==> config.mk <==
export PLATFORM = sky130hd
export DESIGN_NAME = mag_tap
export DESIGN_NICKNAME = d
export VERILOG_FILES = /design/src/hw/rtl/mag_pkg.sv /design/src/hw/rtl/mag_tap.sv
export SDC_FILE = /design/constraint.sdc
export NUM_CORES = 1
export LEC_CHECK = 0
export BUFFER_PORTS_ARGS = -buffer_cell sky130_fd_sc_hd__buf_2
export CAP_MARGIN = 20
export CORE_MARGIN = 3
export CORE_UTILIZATION = 46
export CTS_CLUSTER_SIZE = 10
export DETAILED_ROUTE_END_ITERATION = 8
export PLACE_DENSITY = 0.83
export SLEW_MARGIN = 20
export SYNTH_ARGS = -nofsm -noshare
export SYNTH_HDL_FRONTEND = slang
export SYNTH_SLANG_ARGS = --single-unit
==> constraint.sdc <==
create_clock -name clk -period 1.2 [get_ports clk]
set_input_delay 0.12 -clock clk [delete_from_list [all_inputs] [get_ports clk]]
set_output_delay 0.12 -clock clk [all_outputs]
set_load 0.02 [all_outputs]
==> src/hw/rtl/mag_pkg.sv <==
// mag_pkg: shared widths, configuration register indexes and control bundles
// for the max-average grid relaxation block. Depends on nothing.
package mag_pkg;

  // Configuration port
  localparam int CFG_IDX_W  = 4;
  localparam int CFG_DATA_W = 13;
  localparam int COLS_CFG_W = 11;
  localparam int ROWS_CFG_W = 13;

  typedef logic [CFG_IDX_W-1:0] cfg_idx_t;

  localparam cfg_idx_t CFG_GRID_COLUMNS = cfg_idx_t'(0);
  localparam cfg_idx_t CFG_GRID_ROWS    = cfg_idx_t'(1);

  // Grid geometry
  localparam int MIN_SIZE    = 3;
  localparam int MAX_ROWS    = 4096;
  localparam int COLS_RESET  = 1024;
  localparam int ROW_W       = 12;
  localparam int COL_PORT_W  = 10;

  // Shift / clear strobes for one window cell
  typedef struct packed {
    logic adv;
    logic clr;
  } tap_ctl_t;

  // Which averages take part in a relaxation, and whether the cell may change
  typedef struct packed {
    logic use_v;
    logic use_h;
    logic apply;
  } relax_ctl_t;

endpackage

==> src/hw/rtl/mag_tap.sv <==
// mag_tap: one cell of the stencil window chain; holds a word and hands it on.
// Depends on mag_pkg (tap_ctl_t).
module mag_tap #(
  parameter int W = 33
) (
  input  logic              clk,
  input  mag_pkg::tap_ctl_t ctl,
  input  logic [W-1:0]      d,
  output logic [W-1:0]      q
);

  logic [W-1:0] q_r;

  // Clear wins over advance: at a row end the window is emptied, not shifted.
  always_ff @(posedge clk) begin
    if (ctl.clr) begin
      q_r <= '0;
    end else if (ctl.adv) begin
      q_r <= d;
    end
  end

  assign q = q_r;

endmodule

# After elaboration in Yosys (flattened, before gate mapping)
# Index checks and enable logic that the tools add are counted.
# totals
elab_cells	1
reg_bits	33
out_inout_bits	33
inputBits	36

# Logic depth before layout (Yosys ltp)
# Gate-level depths: netlist of the first run.
# depth
word_depth	0
mapped_depth	4
ltp_nobuf	2

# Worst setup path after synthesis of the first run
# No wires, ideal clock.
# synth_timing
kind	input port to flip-flop
from	input ctl[1] (netlist name)
to	register q_r[10] (netlist: q[10])
setup_ns	0.128
slack_ns	0.478
stages	4
t_required_ns	1.072
arrival_time_ns	0.594
path_buffers	2
path_cell_list	buf_6 buf_12 mux2i_1 nor2_1
# synth_rtl
element	line_no	text
start: declaration	mag_tap.sv:7	input mag_pkg::tap_ctl_t ctl,
end signal: assignment	mag_tap.sv:17	q_r <= '0;
end signal: assignment	mag_tap.sv:19	q_r <= d;
end: declaration	mag_tap.sv:12	logic [W-1:0] q_r;

# Worst setup path after layout of the first run
# layout_timing
from	register q_r[12] (netlist: q[12])
to	output q[12]
# layout_rtl
element	line_no	text
end: declaration	mag_tap.sv:9	output logic [W-1:0] q
# No word-level cell between the ends.

==> impl_metrics.py, run 1 <==
metrics = {
    "outcome": {
        "status": "finished, final reports clean",
    },
    "timing": {
        "finalHoldViolCount": 0,
        "min_period_over_period_pct": 79.5,
        "max_freq_mhz": 1050,
        "finalSetupTns_ns": 0,
        "worst_pin_slew_ns": 0.563,
        "min_period_ns": 0.953,
        "setup_violations": 0,
        "relSlewSlack_pct": 62.5,
        "rsz0062_at_grt": "no",
        "drv_slew": 0,
        "skew_ns": 0,
    },
    "yosys": {
        "synth_top_area_cell": "dfxtp_1",
        "netlist_area_um2": 1200,
        "ys_types": 7,
        "ys_ff_latch": 33,
        "yosys-top-cells-area": "dfxtp_1, mux2i_1, nor2_1",
        "postSynthCellCount": 107,
        "synth_fp_nets": 143,
        "ys_warn_count": 0,
        "avgSynthCellArea_um2": 11.2,
        "post-synth-top-area-fraction_pct": 54.9,
        "ys_seq_area_share_pct": 54.9,
    },
    "place": {
        "port_buffers": 68,
        "dp.cells": 196,
        "globalplace.congestion": 0.682,
        "hpwl_um": 1850,
        "dpl_cell_area_um2": 1510,
    },
    "global_route": {
        "grt_pass1_wl_um": 3930,
        "grt_use_total_pct": 16.0,
        "grt_max_degree": 34,
        "first_global_vias": 925,
        "grt_overflow": 0,
        "antenna_found_initial": 0,
    },
    "hold_path": {
        "hp-class": "in2reg",
    },
    "setup_path": {
        "worstPathBufferInverterCount": 1,
        "path_cells": "buf_2",
        "path_class": "reg2out",
        "cp_slowest_cell": "dfxtp_1",
        "start_kind": "flop",
        "cp.required_ns": 1.08,
        "critPathMaxFanout": 2,
        "critPathCaptureType": "output pin",
        "arrival_ns": 0.83,
        "cp_top_family": "flip-flops",
        "cpPeakStageDelay_ns": 0.35,
    },
    "floorplanning": {
        "initial_core_util_pct": 51.4,
        "io_pins": 69,
        "die_h_um": 57.1,
        "core_um2": 2340,
        "rows": 17,
        "chipWidth_um": 57.1,
        "die_area_um2": 3260,
    },
    "clock_network": {
        "cts_resized": 0,
        "numClockSinks": 33,
        "clk_latency_ns": 0.31,
        "cts_max_level": 2,
        "clockRootBuffer": "clkbuf_4",
        "clk_pin_slew_ns": 0.09,
        "cts_setup_buffers": 0,
        "postCtsHoldBufs": 0,
        "cts_buffers": 5,
        "cts_buffer_depth": 2,
        "cts_tree": "built",
    },
    "power_and_ir_drop": {
        "total_power_w": 0.00214,
        "ir_drop_uv": 1050,
        "p_leak_nw": 0.872,
        "power_density_nw_per_um2": 1370,
    },
    "final_layout": {
        "n_fill_cell": 201,
        "final_nets": 211,
        "seqCellArea_um2": 661,
        "multiInputGateArea_um2": 454,
        "largest_reg_flops": 33,
        "final_cells": 203,
        "drive_above_1_share_pct": 42.9,
        "fin_area_um2": 1570,
        "syn2layout_area_growth_pct": 30.2,
        "num_antenna_cells": 0,
    },
    "detailed_routing": {
        "drt_iter0_drc": 28,
        "viasPerCell": 4.60,
        "routed_wl_um": 2470,
        "wire_per_inst_um": 12.2,
        "ant_nets": 0,
        "drtPass1Iterations": 3,
        "drc": 0,
        "vias": 933,
    },
    "flow_run": {
        "drv_cap": 0,
    },
}
## final cells by class
class / count / area share [%]
sequential: 33 / 42.2
multi-input combinational: 66 / 29.0
timing repair buffer: 69 / 23.0
clock buffer: 7 / 3.52
tap: 28 / 2.24
## through the flow
| stage | setup slack [ns] | hold WS [ns] | utilization, % |
|---|---|---|---|
| after floorplan | 0.478 | 0.267 | - |
| after global placement | 0.338 | 0.353 | 64.5 |
| after detailed placement | 0.297 | 0.365 | 64.5 |
| after CTS | 0.224 | 0.0193 | 66.9 |
| after global routing | 0.179 | 0.0147 | 66.9 |
| final | 0.247 | 0.0308 | 66.9 |
## power breakdown
group / internal, W / total, W / switching (W)
combinational: 0.000153 / 0.000350 / 0.000197
clock: 0.000276 / 0.000599 / 0.000323
sequential: 0.00116 / 0.00119 / 0.0000309
total: 0.00159 / 0.00214 / 0.000551
## metal layers
metal  track usage, %  vias up  part of all wire, %
met5                0        -                    0
met4             6.95        0                  1.2
met3             7.69        4                  9.7
met2             28.1       42                   50
met1             16.0      406                   39
li1                 -      481                    -
## cell usage in the layout (no fill, tap or decap)
cell	Yosys	layout
buf_12	3	1
buf_2	0	68
clkbuf_1	3	1
clkbuf_4	0	5
clkbuf_8	0	1
dfxtp_1	33	33
mux2i_1	33	33
nor2_1	33	33
## synthesized netlist by cell type
cell and count:
mux2i_1 33, buf_6 1, dfxtp_1 33, clkbuf_2 1, buf_12 3, clkbuf_1 3, nor2_1 33
## final timing paths
kind                 startpoint                  to  slack (ns)  depth (start not counted)
max          q[12]$_SDFFE_PP0P_               q[12]        0.25                          1
min                       d[23]  q[23]$_SDFFE_PP0P_        0.03                          3
max reg2reg  q[20]$_SDFFE_PP0P_  q[20]$_SDFFE_PP0P_        0.56                          2
min reg2reg  q[16]$_SDFFE_PP0P_  q[16]$_SDFFE_PP0P_        0.50                          2
## cell families after synthesis
family | count (synthesis) | share of synthesized area [%]
multiplexers | 33 | 27.5
buffers and inverters | 8 | 7.28
AND/OR/NAND/NOR | 33 | 10.3
flip-flops | 33 | 54.9
Note: power is estimated with default switching activity, not from simulation.
==> run 2: changes to the inputs <==
Settings changed: ABC_AREA from default to 1, CORE_UTILIZATION 46 to 40, PLACE_DENSITY 0.83 to 0.75.
Clock period 1.2 ns to 0.85 ns, I/O delays scaled along.
==> run 2 against run 1 <==
  * The flow now finishes with violations (negative setup slack)
  * Clock skew is the same
  * Non-clock buffer count rose by 6
  * Synthesized cell count rose by 95%
  * Total power increased by 63%
  * Sequential power rose by 47%
  * Worst hold slack improved by 0.0082 ns
  * Count of clock-buffer cells in the layout unchanged
  * Final cell count rose by 61%
  * Clock power grew 62%
  * Highest routed layer unchanged
==> impl_metrics.py, run 2 <==
metrics = {
    "outcome": {
        "status": "complete, but fails checks",
        "violations": "negative setup slack",
    },
    "detailed_routing": {
        "wire_per_inst_um": 9.04,
        "routed_wl_um": 2950,
        "viasPerCell": 4.05,
        "drc": 0,
        "vias": 1319,
        "drtPass1Iterations": 4,
        "drt_iter0_drc": 55,
        "ant_nets": 0,
    },
    "timing": {
        "rsz0062_at_grt": "yes",
        "setup_violations": 32,
        "skew_ns": 0,
        "finalHoldViolCount": 0,
        "worst_pin_slew_ns": 0.141,
        "layout_setup_ws_ns": -0.0244,
        "drv_slew": 0,
        "max_freq_mhz": 1140,
        "min_period_ns": 0.874,
        "relSlewSlack_pct": 90.6,
        "min_period_over_period_pct": 103,
        "hold_ws_ns": 0.0390,
    },
    "yosys": {
        "synth_ff_type": "dfxtp_1",
        "ys_types": 7,
        "synth_top_area_cell": "dfxtp_1",
        "yosys-top-cells-area": "dfxtp_1, nand2_1, nor2_1",
        "avgSynthCellArea_um2": 6.46,
        "ys_ff_latch": 33,
        "post-synth-top-area-fraction_pct": 48.9,
        "synth-edff-count": 0,
        "synth.cells.most_frequent": "nand2_1, nor2_1, inv_1, dfxtp_1, buf_2",
        "async_flop_share_pct": 0,
        "ys_warn_count": 0,
        "postSynthCellCount": 209,
        "ys_seq_area_share_pct": 48.9,
        "netlist_area_um2": 1350,
        "synth_fp_nets": 245,
    },
    "setup_path": {
        "arrival_ns": 0.79,
        "critPathMaxFanout": 2,
        "cp.required_ns": 0.76,
        "crit_start": "q[21]$_SDFFE_PP0P_",
        "r2r_start": "q[13]$_SDFFE_PP0P_",
        "path_cells": "buf_6",
        "r2r_end": "q[13]$_SDFFE_PP0P_",
        "worstRegToRegCells": 4,
        "cp_top_family": "flip-flops",
        "cp_slowest_cell": "dfxtp_2",
        "start_kind": "flop",
        "path_class": "reg2out",
        "critPathCaptureType": "output pin",
        "r2r_slack_ns": 0.05,
        "worstPathBufferInverterCount": 1,
        "cpPeakStageDelay_ns": 0.36,
    },
    "power_and_ir_drop": {
        "power_density_nw_per_um2": 1670,
        "p_leak_nw": 1.20,
        "total_power_w": 0.00348,
        "ir_drop_uv": 1060,
    },
    "clock_network": {
        "numClockSinks": 33,
        "cts_tree": "built",
        "cts_buffers": 5,
        "cts_max_level": 2,
        "cts_buffer_depth": 2,
        "clk_latency_ns": 0.31,
        "clk_pin_slew_ns": 0.10,
        "clockRootBuffer": "clkbuf_4",
    },
    "final_layout": {
        "layout_common_cells": "nor2_1, nand2_1, buf_2",
        "final_nets": 317,
        "num_antenna_cells": 0,
        "syn2layout_area_growth_pct": 54.6,
        "largest_reg_flops": 33,
        "final_util_pct": 66.7,
        "drive_above_1_share_pct": 41.1,
    },
    "global_route": {
        "grt_overflow": 0,
        "grt_use_total_pct": 15.6,
        "grt_max_degree": 37,
        "grt_pass1_wl_um": 5030,
        "antenna_found_initial": 0,
        "first_global_vias": 1203,
    },
    "place": {
        "hpwl_um": 1960,
        "port_buffers": 68,
        "globalplace.congestion": 0.628,
        "dp_slack_ns": 0.136,
    },
    "floorplanning": {
        "rows": 20,
        "chipWidth_um": 64.1,
        "io_pins": 69,
        "core_um2": 3130,
        "die_area_um2": 4110,
        "die_h_um": 64.1,
        "initial_core_util_pct": 43.2,
    },
    "hold_path": {
        "holdPathEnd": "q[13]$_SDFFE_PP0P_",
        "hold_start": "d[13]",
        "hp-class": "in2reg",
        "whs_path_depth": 5,
    },
    "flow_run": {
        "drv_cap": 0,
    },
}
-- run 2: cell types whose count changed in the layout (fill, tap and decap cells not counted), moves of 2 or more --
cell / previous run / this run
buf_12: 1 / 3
buf_2: 68 / 35
buf_4: 0 / 4
buf_6: 0 / 33
dfxtp_1: 33 / 0
dfxtp_2: 0 / 33
inv_1: 0 / 34
mux2i_1: 33 / 0
nand2_1: 0 / 66
nor2_1: 33 / 66
-- run 2: how the worst max path moves through the flow --
stage	endpoint	cells after the start
global placement	q[31]$_SDFFE_PP0P_	5
CTS	q[18]	1
global route	q[19]	1
floorplan	q[10]$_SDFFE_PP0P_	4
finish	q[21]	1
detailed placement	q[26]$_SDFFE_PP0P_	5
-- run 2: cells by family (layout without fill, tap and decap cells) --
kind of cell	after synthesis	count (layout)	share of synthesized area, %
flip-flops	33	33	48.9
AND/OR/NAND/NOR	132	132	36.7
buffers and inverters	44	117	14.4
-- run 2: layout make-up --
class	instances	area [um2]
repair buffers	75	637
multi-input cells	132	495
clock buffers	7	65.1
inverters	34	128
well taps	44	55.1
fillers	255	1040
clock inverters	1	5.00
flip-flops and latches	33	702
-- run 2: what timing repair did --
item                                    CTS  global route
gates cloned                              0             0
hold buffers                              0             0
resized for setup                        99             0
pin swaps                                 0             0
setup buffers                             2             1
endpoints found under the setup margin   33            33
-- run 2: per-stage QoR --
| stage | std cells | instance area (um2) | setup TNS [ns] |
|---|---|---|---|
| finish | 326 | 2090 | -0.389 |
| floorplan | 209 | 1350 | 0 |
| global route | 326 | 2090 | -2.27 |
| detailed placement | 315 | 1750 | 0 |
| CTS | 325 | 2080 | -0.971 |
| global placement | 315 | 1750 | 0 |
-- run 2: where the power goes --
group          switching (W)  internal [W]
combinational       0.000375      0.000384
sequential         0.0000751       0.00168
clock               0.000492      0.000479
-- run 2: per-layer routing --
| metal | vias to the layer above | GRT usage, % | share of wire, % |
|---|---|---|---|
| li1 | 728 | - | - |
| met1 | 534 | 17.8 | 45 |
| met2 | 51 | 25.8 | 44 |
| met3 | 6 | 7.73 | 9.9 |
| met4 | 0 | 3.96 | 1.1 |
| met5 | - | 0 | 0 |
==> run 3: changes to the inputs <==
--- a/config.mk
+++ b/config.mk
@@ -14,4 +14,5 @@
 export DETAILED_ROUTE_END_ITERATION = 8
 export PLACE_DENSITY = 0.75
+export RECOVER_POWER = 25
 export SLEW_MARGIN = 20
 export SYNTH_ARGS = -nofsm -noshare
==> constraint.sdc (replaced) <==
create_clock -name clk -period 0.85 [get_ports clk]
set_input_delay 0.1275 -clock clk [delete_from_list [all_inputs] [get_ports clk]]
set_output_delay 0.1275 -clock clk [all_outputs]
set_load 0.02 [all_outputs]
==> run 3 against run 2 <==
  * Sequential share of layout area up 0.33 points
  * The run still ends with negative setup slack left
  * Critical path type unchanged
  * Worst setup slack worse by 0.049 ns
  * Final area decreased by 1.1%
  * Non-clock buffer count down 1
  * Clock skew did not move
  * Largest cell class unchanged
  * Utilization fell by 0.76 points
==> impl_metrics.py, run 3 (synthesis results as in run 2) <==
metrics = {
    "setup_path": {
        "path_class": "reg2out",
        "r2r_slack_ns": 0.14,
        "worstPathBufferInverterCount": 1,
        "cp_top_family": "flip-flops",
        "cpPeakStageDelay_ns": 0.36,
        "r2r_start": "q[19]$_SDFFE_PP0P_",
        "critPathMaxFanout": 2,
        "worstRegToRegCells": 3,
        "arrival_ns": 0.80,
        "path_cells": "buf_6",
        "r2r_end": "q[19]$_SDFFE_PP0P_",
        "cp.required_ns": 0.72,
        "cp_slowest_cell": "dfxtp_2",
        "critPathCaptureType": "output pin",
        "start_kind": "flop",
    },
    "clock_network": {
        "cts_max_level": 2,
        "clk_pin_slew_ns": 0.09,
        "cts_buffers": 5,
        "numClockSinks": 33,
        "cts_tree": "built",
        "clk_latency_ns": 0.31,
        "clockRootBuffer": "clkbuf_4",
        "postCtsHoldBufs": 0,
        "cts_buffer_depth": 2,
    },
    "detailed_routing": {
        "vias": 1320,
        "drtPass1Iterations": 4,
        "routed_wl_um": 3090,
        "wire_per_inst_um": 9.55,
        "drt_iter0_drc": 55,
        "drc": 0,
        "ant_nets": 0,
        "viasPerCell": 4.07,
    },
    "global_route": {
        "grt_max_degree": 37,
        "grt_overflow": 0,
        "grt_pass1_wl_um": 5250,
        "grt_use_total_pct": 16.2,
        "first_global_vias": 1281,
        "antenna_found_initial": 0,
    },
    "floorplanning": {
        "chipWidth_um": 64.1,
        "initial_core_util_pct": 43.2,
        "io_pins": 69,
        "core_um2": 3130,
        "die_area_um2": 4110,
        "rows": 20,
        "die_h_um": 64.1,
    },
    "final_layout": {
        "final_cells": 324,
        "final_nets": 316,
        "num_antenna_cells": 0,
        "syn2layout_area_growth_pct": 52.8,
        "n_fill_cell": 290,
        "layout_common_cells": "nor2_1, nand2_1, buf_2",
        "drive_above_1_share_pct": 40.0,
        "largest_reg_flops": 33,
    },
    "flow_run": {
        "drv_cap": 0,
    },
    "outcome": {
        "status": "complete, but fails checks",
        "violations": "negative setup slack",
    },
    "timing": {
        "setup_violations": 33,
        "skew_ns": 0,
        "rsz0062_at_grt": "yes",
        "finalHoldViolCount": 0,
        "relSlewSlack_pct": 90.4,
        "drv_slew": 0,
        "max_freq_mhz": 1080,
        "hold_ws_ns": 0.0840,
        "min_period_over_period_pct": 109,
        "min_period_ns": 0.924,
        "worst_pin_slew_ns": 0.145,
        "finalSetupTns_ns": -1.76,
        "layout_setup_ws_ns": -0.0739,
    },
    "place": {
        "dp.cells": 315,
        "hpwl_um": 2000,
        "globalplace.congestion": 0.637,
        "port_buffers": 68,
        "dp_slack_ns": 0.0699,
    },
    "power_and_ir_drop": {
        "power.switching_w": 0.000923,
        "p_leak_nw": 1.18,
        "p_int_w": 0.00245,
        "ir_drop_uv": 951,
        "seq_power_share_pct": 52.0,
        "power_switching_share_pct": 27.4,
        "power_density_nw_per_um2": 1630,
        "pwr-share-comb_pct": 22.5,
        "clockPowerShare_pct": 25.5,
    },
    "hold_path": {
        "hold_start": "d[28]",
        "holdPathEnd": "q[28]$_SDFFE_PP0P_",
        "hp-class": "in2reg",
        "whs_path_depth": 5,
    },
}
==> run 3: changes by cell type in the layout (fill, tap and decap cells not counted) <==
cell and change:
buf_4 -1, clkbuf_1 +1, clkbuf_8 -1, clkinv_2 -1, dfxtp_1 +1, dfxtp_2 -1
==> run 3: final cells by class <==
| class | count | area, um2 | share of cell area [%] |
|---|---|---|---|
| Timing Repair Buffer | 74 | 629 | 30.5 |
| Inverter | 34 | 128 | 6.19 |
| Clock buffer | 7 | 55.1 | 2.67 |
| Tap cell | 44 | 55.1 | 2.67 |
| Multi-Input combinational cell | 132 | 495 | 24.0 |
| Sequential cell | 33 | 701 | 34.0 |
==> run 3: what timing repair did <==
action / CTS / global route
setup buffers: 0 / 2
gates resized for setup: 99 / 0
gates cloned: 0 / 0
setup endpoints to repair: 33 / 33
==> run 3: stage by stage <==
| step | power [W] | utilization (%) | area [um2] |
|---|---|---|---|
| after CTS | 0.00340 | 65.5 | 2050 |
| after detailed placement | 0.00236 | 55.8 | 1750 |
| after floorplan | 0.00213 | - | 1350 |
| final | 0.00337 | 66.0 | 2060 |
| after global placement | 0.00235 | 55.8 | 1750 |
| after global routing | 0.00358 | 66.0 | 2060 |
==> run 3: worst max path at each step <==
stage | start | cells after the start | to
2_1_floorplan | ctl[1] | 4 | q[10]$_SDFFE_PP0P_
3_3_place_gp | ctl[0] | 5 | q[31]$_SDFFE_PP0P_
3_5_place_dp | ctl[0] | 5 | q[32]$_SDFFE_PP0P_
4_1_cts | q[13]$_SDFFE_PP0P_ | 1 | q[13]
5_1_grt | q[18]$_SDFFE_PP0P_ | 1 | q[18]
6_report | q[18]$_SDFFE_PP0P_ | 1 | q[18]
==> run 3: layer usage <==
metal,up-vias,wire (um),track usage [%]
met1,533,1400,18.9
met2,52,1400,27.2
met4,0,40,6.33
met3,6,254,5.62
met5,-,0,0
li1,729,-,-
==> run 3: power groups by stage <==
stage               registers (W)  logic (W)  clock network (W)
floorplan                 0.00187   0.000255                  0
global placement          0.00174   0.000614                  0
detailed placement        0.00174   0.000624                  0
CTS                       0.00175   0.000748           0.000899
global route              0.00177   0.000838           0.000976
finish                    0.00175   0.000757           0.000859
